===== src/nafr_pkg.sv =====
`timescale 1ns / 1ps
// Shared types, constants and byte-sequence helpers for the Annex B framer.
// No dependencies.
package nafr_pkg;

  localparam logic [7:0] NAL_TYPE_MASK = 8'h1f;
  localparam logic [4:0] NAL_TYPE_SPS  = 5'd7;
  localparam logic [4:0] NAL_TYPE_PPS  = 5'd8;
  localparam logic [7:0] ESCAPE_BYTE   = 8'h03;
  localparam logic [7:0] ESCAPE_LIMIT  = 8'h03;
  localparam logic [1:0] RUN_SAT       = 2'd2;

  typedef enum logic [1:0] {
    KIND_PLAIN,
    KIND_ESCAPE,
    KIND_START3,
    KIND_START4
  } kind_t;

  typedef struct packed {
    kind_t      kind;
    logic [7:0] data;
  } cmd_t;

  typedef struct packed {
    logic full;
    logic empty;
  } q_stat_t;

  function automatic logic [2:0] cmd_count(input kind_t kind);
    logic [2:0] n;
    unique case (kind)
      KIND_PLAIN:  n = 3'd1;
      KIND_ESCAPE: n = 3'd2;
      KIND_START3: n = 3'd4;
      KIND_START4: n = 3'd5;
      default:     n = 3'd1;
    endcase
    return n;
  endfunction

  function automatic logic [7:0] cmd_byte(input kind_t kind, input logic [7:0] data,
                                          input logic [2:0] idx);
    logic [7:0] b;
    unique case (kind)
      KIND_PLAIN:  b = data;
      KIND_ESCAPE: b = (idx == 3'd0) ? ESCAPE_BYTE : data;
      KIND_START3: b = (idx < 3'd2) ? 8'h00 : ((idx == 3'd2) ? 8'h01 : data);
      KIND_START4: b = (idx < 3'd3) ? 8'h00 : ((idx == 3'd3) ? 8'h01 : data);
      default:     b = data;
    endcase
    return b;
  endfunction

endpackage


===== src/nal_annexb_framer_with_escape_unit.sv =====
`timescale 1ns / 1ps
// Annex B framer with emulation prevention: classifier, command queue, byte emitter.
// The first output byte of an input passes through the command queue and the output register.
// Throughput: one input per cycle for plain payload while the queue is not full; an item
// gives 1 (plain), 2 (escape), 4 or 5 (start code + header) output bytes, each held by m_tready.
// Reset: rst synchronous active high; clears zero run, queue and output valid.
// Depends on nafr_pkg, nafr_front, nafr_queue, nafr_back.
module nal_annexb_framer_with_escape_unit
  import nafr_pkg::*;
#(
  parameter int QUEUE_DEPTH = 4
) (
  input  logic       clk,
  input  logic       rst,
  input  logic       s_tvalid,
  output logic       s_tready,
  input  logic [7:0] s_tdata,   // data_byte
  input  logic [1:0] s_tuser,   // [0] nal_begin, [1] picture_begin
  output logic       m_tvalid,
  input  logic       m_tready,
  output logic [7:0] m_tdata,   // out_byte
  output logic       m_tlast    // run_last
);

  q_stat_t q_stat;
  logic    push;
  cmd_t    push_cmd;
  logic    pop;
  cmd_t    head;

  nafr_front u_front (
    .clk      (clk),
    .rst      (rst),
    .s_tvalid (s_tvalid),
    .s_tready (s_tready),
    .s_tdata  (s_tdata),
    .s_tuser  (s_tuser),
    .q_stat   (q_stat),
    .push     (push),
    .push_cmd (push_cmd)
  );

  nafr_queue #(
    .DEPTH (QUEUE_DEPTH)
  ) u_queue (
    .clk      (clk),
    .rst      (rst),
    .push     (push),
    .push_cmd (push_cmd),
    .pop      (pop),
    .head     (head),
    .q_stat   (q_stat)
  );

  nafr_back u_back (
    .clk      (clk),
    .rst      (rst),
    .q_stat   (q_stat),
    .head     (head),
    .pop      (pop),
    .m_tvalid (m_tvalid),
    .m_tready (m_tready),
    .m_tdata  (m_tdata),
    .m_tlast  (m_tlast)
  );

  a_push_fills: assert property (@(posedge clk) disable iff (rst)
    push |=> !q_stat.empty)
    else $error("queue empty after push");

  a_full_empty: assert property (@(posedge clk) disable iff (rst)
    !(q_stat.full && q_stat.empty))
    else $error("queue both full and empty");

  a_no_pop_empty: assert property (@(posedge clk) disable iff (rst)
    pop |-> !q_stat.empty)
    else $error("pop from empty queue");

endmodule


===== src/nafr_front.sv =====
`timescale 1ns / 1ps
// Input side: accepts NAL bytes, tracks the zero run and classifies each byte.
// Depends on nafr_pkg.
module nafr_front
  import nafr_pkg::*;
(
  input  logic       clk,
  input  logic       rst,
  input  logic       s_tvalid,
  output logic       s_tready,
  input  logic [7:0] s_tdata,   // data_byte
  input  logic [1:0] s_tuser,   // [0] nal_begin, [1] picture_begin
  input  q_stat_t    q_stat,
  output logic       push,
  output cmd_t       push_cmd
);

  logic [1:0] zero_run;
  logic [1:0] zero_run_next;
  logic [4:0] nal_type;
  logic       esc;

  assign s_tready = !q_stat.full;
  assign push     = s_tvalid && s_tready;
  assign nal_type = 5'(s_tdata & NAL_TYPE_MASK);
  assign esc      = (zero_run >= RUN_SAT) && (s_tdata <= ESCAPE_LIMIT);

  always_comb begin
    push_cmd.data = s_tdata;
    zero_run_next = zero_run;
    if (s_tuser[0]) begin
      if (s_tuser[1] || nal_type == NAL_TYPE_SPS || nal_type == NAL_TYPE_PPS) begin
        push_cmd.kind = KIND_START4;
      end else begin
        push_cmd.kind = KIND_START3;
      end
      zero_run_next = 2'd0;
    end else begin
      push_cmd.kind = esc ? KIND_ESCAPE : KIND_PLAIN;
      if (s_tdata == 8'h00) begin
        if (esc) begin
          zero_run_next = 2'd1;
        end else if (zero_run < RUN_SAT) begin
          zero_run_next = zero_run + 2'd1;
        end
      end else begin
        zero_run_next = 2'd0;
      end
    end
  end

  always_ff @(posedge clk) begin
    if (rst) begin
      zero_run <= 2'd0;
    end else if (push) begin
      zero_run <= zero_run_next;
    end
  end

endmodule


===== src/nafr_queue.sv =====
`timescale 1ns / 1ps
// Command queue between the classifier and the byte emitter.
// Depends on nafr_pkg.
module nafr_queue
  import nafr_pkg::*;
#(
  parameter int DEPTH = 4
) (
  input  logic    clk,
  input  logic    rst,
  input  logic    push,
  input  cmd_t    push_cmd,
  input  logic    pop,
  output cmd_t    head,
  output q_stat_t q_stat
);

  localparam int PW = (DEPTH > 1) ? $clog2(DEPTH) : 1;
  localparam int CW = $clog2(DEPTH + 1);
  localparam logic [PW-1:0] LAST_PTR = PW'(DEPTH - 1);
  localparam logic [CW-1:0] FULL_CNT = CW'(DEPTH);

  cmd_t          mem [DEPTH];
  logic [PW-1:0] wr_ptr;
  logic [PW-1:0] rd_ptr;
  logic [CW-1:0] count;

  assign head         = mem[rd_ptr];
  assign q_stat.full  = (count == FULL_CNT);
  assign q_stat.empty = (count == '0);

  always_ff @(posedge clk) begin
    if (push) begin
      mem[wr_ptr] <= push_cmd;
    end
  end

  always_ff @(posedge clk) begin
    if (rst) begin
      wr_ptr <= '0;
      rd_ptr <= '0;
      count  <= '0;
    end else begin
      if (push) begin
        wr_ptr <= (wr_ptr == LAST_PTR) ? '0 : wr_ptr + PW'(1);
      end
      if (pop) begin
        rd_ptr <= (rd_ptr == LAST_PTR) ? '0 : rd_ptr + PW'(1);
      end
      if (push && !pop) begin
        count <= count + CW'(1);
      end else if (pop && !push) begin
        count <= count - CW'(1);
      end
    end
  end

endmodule


===== src/nafr_back.sv =====
`timescale 1ns / 1ps
// Output side: expands queued commands into start codes, escapes and data bytes.
// Depends on nafr_pkg.
module nafr_back
  import nafr_pkg::*;
(
  input  logic       clk,
  input  logic       rst,
  input  q_stat_t    q_stat,
  input  cmd_t       head,
  output logic       pop,
  output logic       m_tvalid,
  input  logic       m_tready,
  output logic [7:0] m_tdata,   // out_byte
  output logic       m_tlast    // run_last
);

  cmd_t       cur;
  logic [2:0] step;
  logic       busy;
  logic       adv;
  logic       have;
  cmd_t       src;
  logic [2:0] idx;
  logic       at_end;

  assign adv    = !m_tvalid || m_tready;
  assign have   = busy || !q_stat.empty;
  assign src    = busy ? cur : head;
  assign idx    = busy ? step : 3'd0;
  assign at_end = (idx == cmd_count(src.kind) - 3'd1);
  assign pop    = adv && !busy && !q_stat.empty;

  always_ff @(posedge clk) begin
    if (rst) begin
      busy     <= 1'b0;
      step     <= 3'd0;
      m_tvalid <= 1'b0;
    end else if (adv) begin
      m_tvalid <= have;
      if (have) begin
        m_tdata <= cmd_byte(src.kind, src.data, idx);
        m_tlast <= at_end;
        if (at_end) begin
          busy <= 1'b0;
        end else begin
          busy <= 1'b1;
          step <= idx + 3'd1;
        end
        if (!busy) begin
          cur <= head;
        end
      end
    end
  end

endmodule

===== config.mk =====
export PLATFORM = sky130hd
export DESIGN_NAME = nal_annexb_framer_with_escape_unit
export DESIGN_NICKNAME = d
export VERILOG_FILES = /design/src/nafr_pkg.sv /design/src/nal_annexb_framer_with_escape_unit.sv /design/src/nafr_front.sv /design/src/nafr_queue.sv /design/src/nafr_back.sv
export SDC_FILE = /design/constraint.sdc
export NUM_CORES = 1
export LEC_CHECK = 0
export ABC_AREA = 1
export ABC_CLOCK_PERIOD_IN_PS = 2070
export BUFFER_PORTS_ARGS = -buffer_cell sky130_fd_sc_hd__buf_2
export CORE_UTILIZATION = 54
export CTS_CLUSTER_DIAMETER = 120
export DETAILED_ROUTE_END_ITERATION = 10
export PLACE_DENSITY = 0.75
export SLEW_MARGIN = 5
export SYNTH_ARGS = -nofsm -noshare
export SYNTH_HDL_FRONTEND = slang
export SYNTH_SLANG_ARGS = --single-unit

===== constraint.sdc =====
create_clock -name clk -period 2.07 [get_ports clk]
set_input_delay 0.1035 -clock clk [delete_from_list [all_inputs] [get_ports clk]]
set_output_delay 0.1035 -clock clk [all_outputs]
set_load 0.02 [all_outputs]

==> results.json, run 1 <==
{
  "outcome": "completed",
  "ys_ff_latch": 75,
  "numCtsBuffers": 9,
  "synth_edf_count": 59,
  "first_pass_iters": 5,
  "drt_wl_total_um": 6446,
  "synthTopCellsByArea": "edfxtp_1 50%, dfxtp_1 9.1%, nor2_1 5.8%",
  "crit_path_cell_trace": "inv_4 -> buf_6 -> nor2_2 -> o22ai_1 -> nand2_1 -> o21ai_2 -> inv_2 -> buf_4 -> ha_2 -> xor2_1 -> nand3_2 -> nand2_4 -> inv_4 -> nand2_1 -> a21oi_2",
  "num_rows": 29,
  "worstPathRequired_ns": 2.31,
  "highest_layer": "met4",
  "core_um2": 6350,
  "via_per_inst": 5.025,
  "synth-async-reset-ratio_pct": 0,
  "cts_buffer_depth": 2,
  "drive_gt1_share_pct": 27.96,
  "io_pins": 25,
  "ir_worst_vdd_mv": 0.8858,
  "path_clk_slew_ns": 0.08,
  "hold_path_class": "in2reg",
  "final-hold-violation-count": 0,
  "avgRoutedWirePerCell_um": 13.60,
  "synth.most_common_cell": "edfxtp_1",
  "cts_tree": "built",
  "crit_buf_inv": 5,
  "htree_levels": 3,
  "slowest_stage": "dfxtp_4",
  "post-synth-top-area-cell": "edfxtp_1",
  "synth-main-ff-cell": "edfxtp_1",
  "dr_wl_met3_um": 269,
  "finClkSkew_ns": 0.006778,
  "syn_avg_cell_area_um2": 10.45,
  "power.density_nw_per_um2": 1482,
  "maxCapViolations": 0,
  "final.min_clock_period_ns": 2.018,
  "nFillCells": 455,
  "critPathMaxStageDelay_ns": 0.37,
  "p_leak_nw": 1.812,
  "slew_headroom_pct": 76.09,
  "cp-start-kind": "flip-flop",
  "ant_nets": 0,
  "critPathKind": "reg2reg",
  "yosys-top-cells-count": "59 x edfxtp_1, 55 x nor2_1, 50 x inv_1",
  "finalWorstSetupSlack_ns": 0.05207,
  "die-width_um": 82.89,
  "fin_crit_sh_pct": 97.48,
  "grt_pass1_vias": 2338,
  "worst_ep_arrival_time_ns": 2.25,
  "post_dp_cell_area_um2": 3825,
  "diodes": 0,
  "preCtsSetupSlack_ns": -0.04211,
  "routed-via-count": 2382,
  "rsz0062_at_grt": "true",
  "cp_top_family": "buffers and inverters",
  "tightest_slew_ns": 0.3548,
  "antenna_found_initial": 0,
  "drtIter0Drc": 123,
  "synth.distinct_cells": 35,
  "fmax_mhz": 495.6,
  "gr-total-overflow": 0,
  "synthCells": 338,
  "wl_met1_um": 2818,
  "place_congestion": 0.8012,
  "io_buffers": 24,
  "cts.sinks": 75,
  "multi_input_area_um2": 1250,
  "slew_violations": 0,
  "grt_start_max_net_pins": 20,
  "nets": 423,
  "die_area_um2": 6871,
  "path_max_fanout": 6,
  "yosysWarningCount": 0,
  "syn-num-nets": 369,
  "end_kind": "flip-flop",
  "insertion_delay_ns": 0.35,
  "finalInstanceArea_um2": 4257,
  "ys_seq_area_share_pct": 59.21,
  "finalSetupViolCount": 0,
  "fin_util_pct": 67.03,
  "seqCellArea_um2": 2101,
  "cts_root_buffer": "clkbuf_8",
  "route.met2.wl_um": 3236,
  "dp_hpwl_um": 4401,
  "areaGrowthSynthToFinish_pct": 20.47,
  "grtUsageTotal_pct": 20.08,
  "drc_errors": 0,
  "netlist_area_um2": 3533,
  "grt_pass1_wl_um": 10680,
  "synth.top_cell.area_share_pct": 50.14,
  "initial_core_util_pct": 55.65,
  "die_y_um": 82.89,
  "setup_tns_ns": 0
}
==> where the power goes <==
part           internal (mW)  switching (mW)  total, mW  leakage, nW
Clock                  0.796           0.540       1.34        0.115
Combinational           1.10            1.60       2.70         1.02
Sequential              2.11           0.166       2.27        0.681
Total                   4.00            2.31       6.31         1.81
==> worst paths after layout <==
| path | start | to | slack (ns) | cells after the start |
|---|---|---|---|---|
| setup / recovery | flip-flop | u_back.step[1] | 0.05 | 15 |
| hold / removal | s_tuser[0] | u_queue.mem[0][9] | 0.02 | 1 |
| setup reg to reg | flip-flop | u_back.step[1] | 0.05 | 15 |
| hold reg to reg | u_front.zero_run[0] | u_front.zero_run[0] | 0.49 | 2 |
==> cells in the final DEF (no fill, tap or decap), drive strengths merged, types with 6 or more instances in the layout <==
| cell type | n |
|---|---|
| nand2 | 44 |
| dlygate4sd3 | 6 |
| inv | 57 |
| o21ai | 27 |
| nand3 | 14 |
| nor2 | 55 |
| a21oi | 13 |
| a31oi | 6 |
| buf | 47 |
| ha | 16 |
| edfxtp | 59 |
| clkbuf | 9 |
| dfxtp | 16 |
==> logic make-up after synthesis <==
logic type / share of synthesized area, %
xor+xnor: 1.204
simple gates: 14.41
compound gates: 10.98
fa+ha+maj: 6.232
buf+inv: 7.967
flops: 59.21
==> layer usage <==
metal / GRT usage (%) / up-vias
met4: 9.404 / 0
met1: 25.20 / 1073
met3: 3.877 / 12
met5: 0 / -
li1: - / 1228
met2: 33.61 / 69
==> sequential cells by signal (all words and copies together) (netlist names), named ones only <==
| name | cells |
|---|---|
| u_queue.mem | 40 |
| u_back.cur | 10 |
| u_back.m_tdata | 8 |
| u_back.step | 3 |
| u_queue.count | 3 |
| u_front.zero_run | 2 |
| u_queue.rd_ptr | 2 |
| u_queue.wr_ptr | 2 |
| u_back.busy | 1 |
| u_back.m_tlast | 1 |
| u_back.m_tvalid | 1 |
==> layout make-up <==
| type | count | share of cell area, % |
|---|---|---|
| tap | 77 | 2.263 |
| sequential | 75 | 49.35 |
| clock buffer | 9 | 2.910 |
| clock inverter | 7 | 2.675 |
| timing repair buffer | 53 | 8.377 |
| multi-input combinational | 197 | 29.37 |
| inverter | 56 | 5.056 |
==> what timing repair did <==
action	4_1_cts	5_1_grt
hold buffers	6	0
setup buffers	2	2
setup endpoints to repair	9	13
gates resized for setup	5	30
pin swaps	4	11
endpoints found under the hold margin	24	0
==> through the flow <==
step | instances | hold slack, ns | power (mW)
floorplan | 338 | 0.1726 | 4.029
global placement | 448 | 0.3369 | 4.557
detailed placement | 448 | 0.3408 | 4.658
CTS | 472 | 0.009763 | 6.073
global route | 474 | 0.01201 | 6.751
finish | 474 | 0.02144 | 6.308
(Power assumes the default switching activity.)
==> run 2, diff against run 1 <==
Settings changed: CORE_UTILIZATION 54 to 56, CTS_BUF_LIST from default to sky130_fd_sc_hd__clkbuf_4 sky130_fd_sc_hd__clkbuf_8, GPL_TIMING_DRIVEN from default to 0, PLACE_DENSITY 0.75 to 0.78.
==> run 2 against run 1 <==
The flow now finishes with violations (negative setup slack). Clock power shrank 11%. Clock skew grew 0.0013 ns. Register-to-register slack lost 0.05 ns. Largest cell class unchanged. Largest power group unchanged.
==> results.json, run 2 (synthesis gave the netlist of run 1 again) <==
{
  "internal_power_mw": 4.011,
  "final.min_clock_period_ns": 2.070,
  "holdWs_ns": 0.02263,
  "tightest_slew_ns": 0.8794,
  "fin_crit_sh_pct": 100.0,
  "p_sw_mw": 2.595,
  "power_frac_seq_pct": 34.0,
  "insertion_delay_ns": 0.35,
  "outcome": "finished, violations left",
  "areaGrowthSynthToFinish_pct": 24.54,
  "core_um2": 5991,
  "ir_worst_vdd_mv": 0.7686,
  "critPathKind": "reg2reg",
  "place_congestion": 0.8171,
  "dp_hpwl_um": 4350,
  "grt_use_met1_pct": 29.38,
  "hold_path_class": "in2reg",
  "first_pass_iters": 4,
  "numCtsBuffers": 9,
  "drtIter0Drc": 161,
  "ant_nets": 0,
  "final-hold-violation-count": 0,
  "layout_commonest_cell": "edfxtp_1",
  "num_rows": 28,
  "grt_use_met2_pct": 38.42,
  "grt_pass1_vias": 2371,
  "cts_tree": "built",
  "antenna_found_initial": 0,
  "grtUsageMet3_pct": 5.778,
  "clockPowerShare_pct": 18.0,
  "drt_wl_total_um": 7243,
  "busiest_layer": "met2",
  "reg.largest.list": "u_queue.mem: 40 flops, u_back.cur: 10 flops, u_back.m_tdata: 8 flops",
  "regToRegSetupSlack_ns": -0.0003,
  "worstPathRequired_ns": 2.30,
  "p_leak_nw": 1.855,
  "end_kind": "flip-flop",
  "largest_reg_flops": 40,
  "final_cell_mix": "59 x edfxtp_1, 47 x nor2_1, 46 x inv_1",
  "finClkSkew_ns": 0.008082,
  "die_y_um": 81.44,
  "cts.sinks": 75,
  "post_dp_cell_area_um2": 3769,
  "preCtsSetupSlack_ns": -0.4412,
  "nFillCells": 371,
  "drc_errors": 0,
  "grt_start_max_net_pins": 20,
  "cp-start-kind": "flip-flop",
  "htree_levels": 3,
  "io_buffers": 24,
  "fin_util_pct": 73.45,
  "stdcell_count": 480,
  "diodes": 0,
  "p_comb_share_pct": 48.0,
  "io_pins": 25,
  "die-width_um": 81.44,
  "setup_tns_ns": -0.0003184,
  "slowest_stage": "dfxtp_4",
  "finalWorstSetupSlack_ns": -0.0003184,
  "cts_buffer_depth": 2,
  "power.density_nw_per_um2": 1501,
  "cts_root_buffer": "clkbuf_8",
  "maxCapViolations": 0,
  "gr-total-overflow": 0,
  "grt_pass1_wl_um": 11090,
  "drive_gt1_share_pct": 32.59,
  "violations": "negative setup slack",
  "grtUsageTotal_pct": 23.35,
  "via_per_inst": 5.313,
  "finalInstanceArea_um2": 4400,
  "routed-via-count": 2550,
  "nets": 431,
  "slew_violations": 0,
  "p_total_mw": 6.607,
  "slew_headroom_pct": 41.15,
  "path_max_fanout": 5,
  "die_area_um2": 6632,
  "initial_core_util_pct": 58.98,
  "placed_cells": 438,
  "rsz0062_at_grt": "true",
  "path_clk_slew_ns": 0.09,
  "crit_path_cell_trace": "inv_4 -> buf_6 -> o21ai_4 -> o22ai_2 -> nand2_2 -> o21ai_4 -> inv_2 -> buf_4 -> ha_2 -> xor2_2 -> nand3_2 -> nand2_4 -> inv_4 -> nand2_2 -> a21oi_2",
  "avgRoutedWirePerCell_um": 15.09,
  "critPathMaxStageDelay_ns": 0.38,
  "fmax_mhz": 483.0,
  "largest-register": "u_queue.mem",
  "p_sw_share_pct": 39.28,
  "finalSetupViolCount": 1,
  "worst_ep_arrival_time_ns": 2.30
}
## run 2: cell types whose count changed in the layout (fill, tap and decap cells not counted), moves of 3 or more
cell	previous run	this run
buf_4	22	19
buf_6	1	4
dlygate4sd3_1	6	9
nor2_1	53	47
nor2_2	2	8
o21ai_4	0	3
## run 2: per-layer routing
layer	wire length (um)	up-vias
met5	0	-
met1	3074	1201
met4	107	0
met3	438	9
li1	-	1246
met2	3622	94
## run 2: worst max-delay path, delay by kind of cell (launching register included)
family	cells	cell delay, ns
buffers and inverters	5	0.45
xor gates and xnor gates	1	0.16
AOI/OAI and AO/OA	4	0.37
and+or+nand+nor	4	0.41
DFF	1	0.38
adders and majority gates	1	0.18
## run 2: timing repair
action,4_1_cts,5_1_grt
gates resized for setup,26,36
buffers inserted,11,7
pin swaps,4,13
endpoints found under the setup margin,13,40
endpoints found under the hold margin,31,0
hold buffers,9,0
## run 2: worst paths after layout
check / to / depth (start not counted) / startpoint
setup / recovery: u_back.step[0] / 15 / flip-flop
hold / removal: u_queue.mem[3][2] / 1 / s_tdata[2]
setup reg to reg: u_back.step[0] / 15 / flip-flop
hold reg to reg: u_front.zero_run[0] / 2 / u_front.zero_run[0]
## run 2: final cells by class
type,instances,area (um^2),share of cell area (%)
tap,75,93.84,2.132
clock inverter,7,83.83,1.905
buffer,9,96.34,2.189
timing repair buffer,52,360.3,8.189
multi-input combinational,197,1326,30.14
inverter,56,217.7,4.947
sequential,75,2098,47.68
clock buffer,9,123.9,2.815
## run 2: power groups by stage
stage               clock (mW)  sequential [mW]  combinational (mW)
floorplan                    0             2.35                1.68
global placement             0             2.25                2.22
detailed placement           0             2.26                2.33
CTS                       1.20             2.24                2.67
global route              1.26             2.28                3.49
finish                    1.19             2.25                3.17
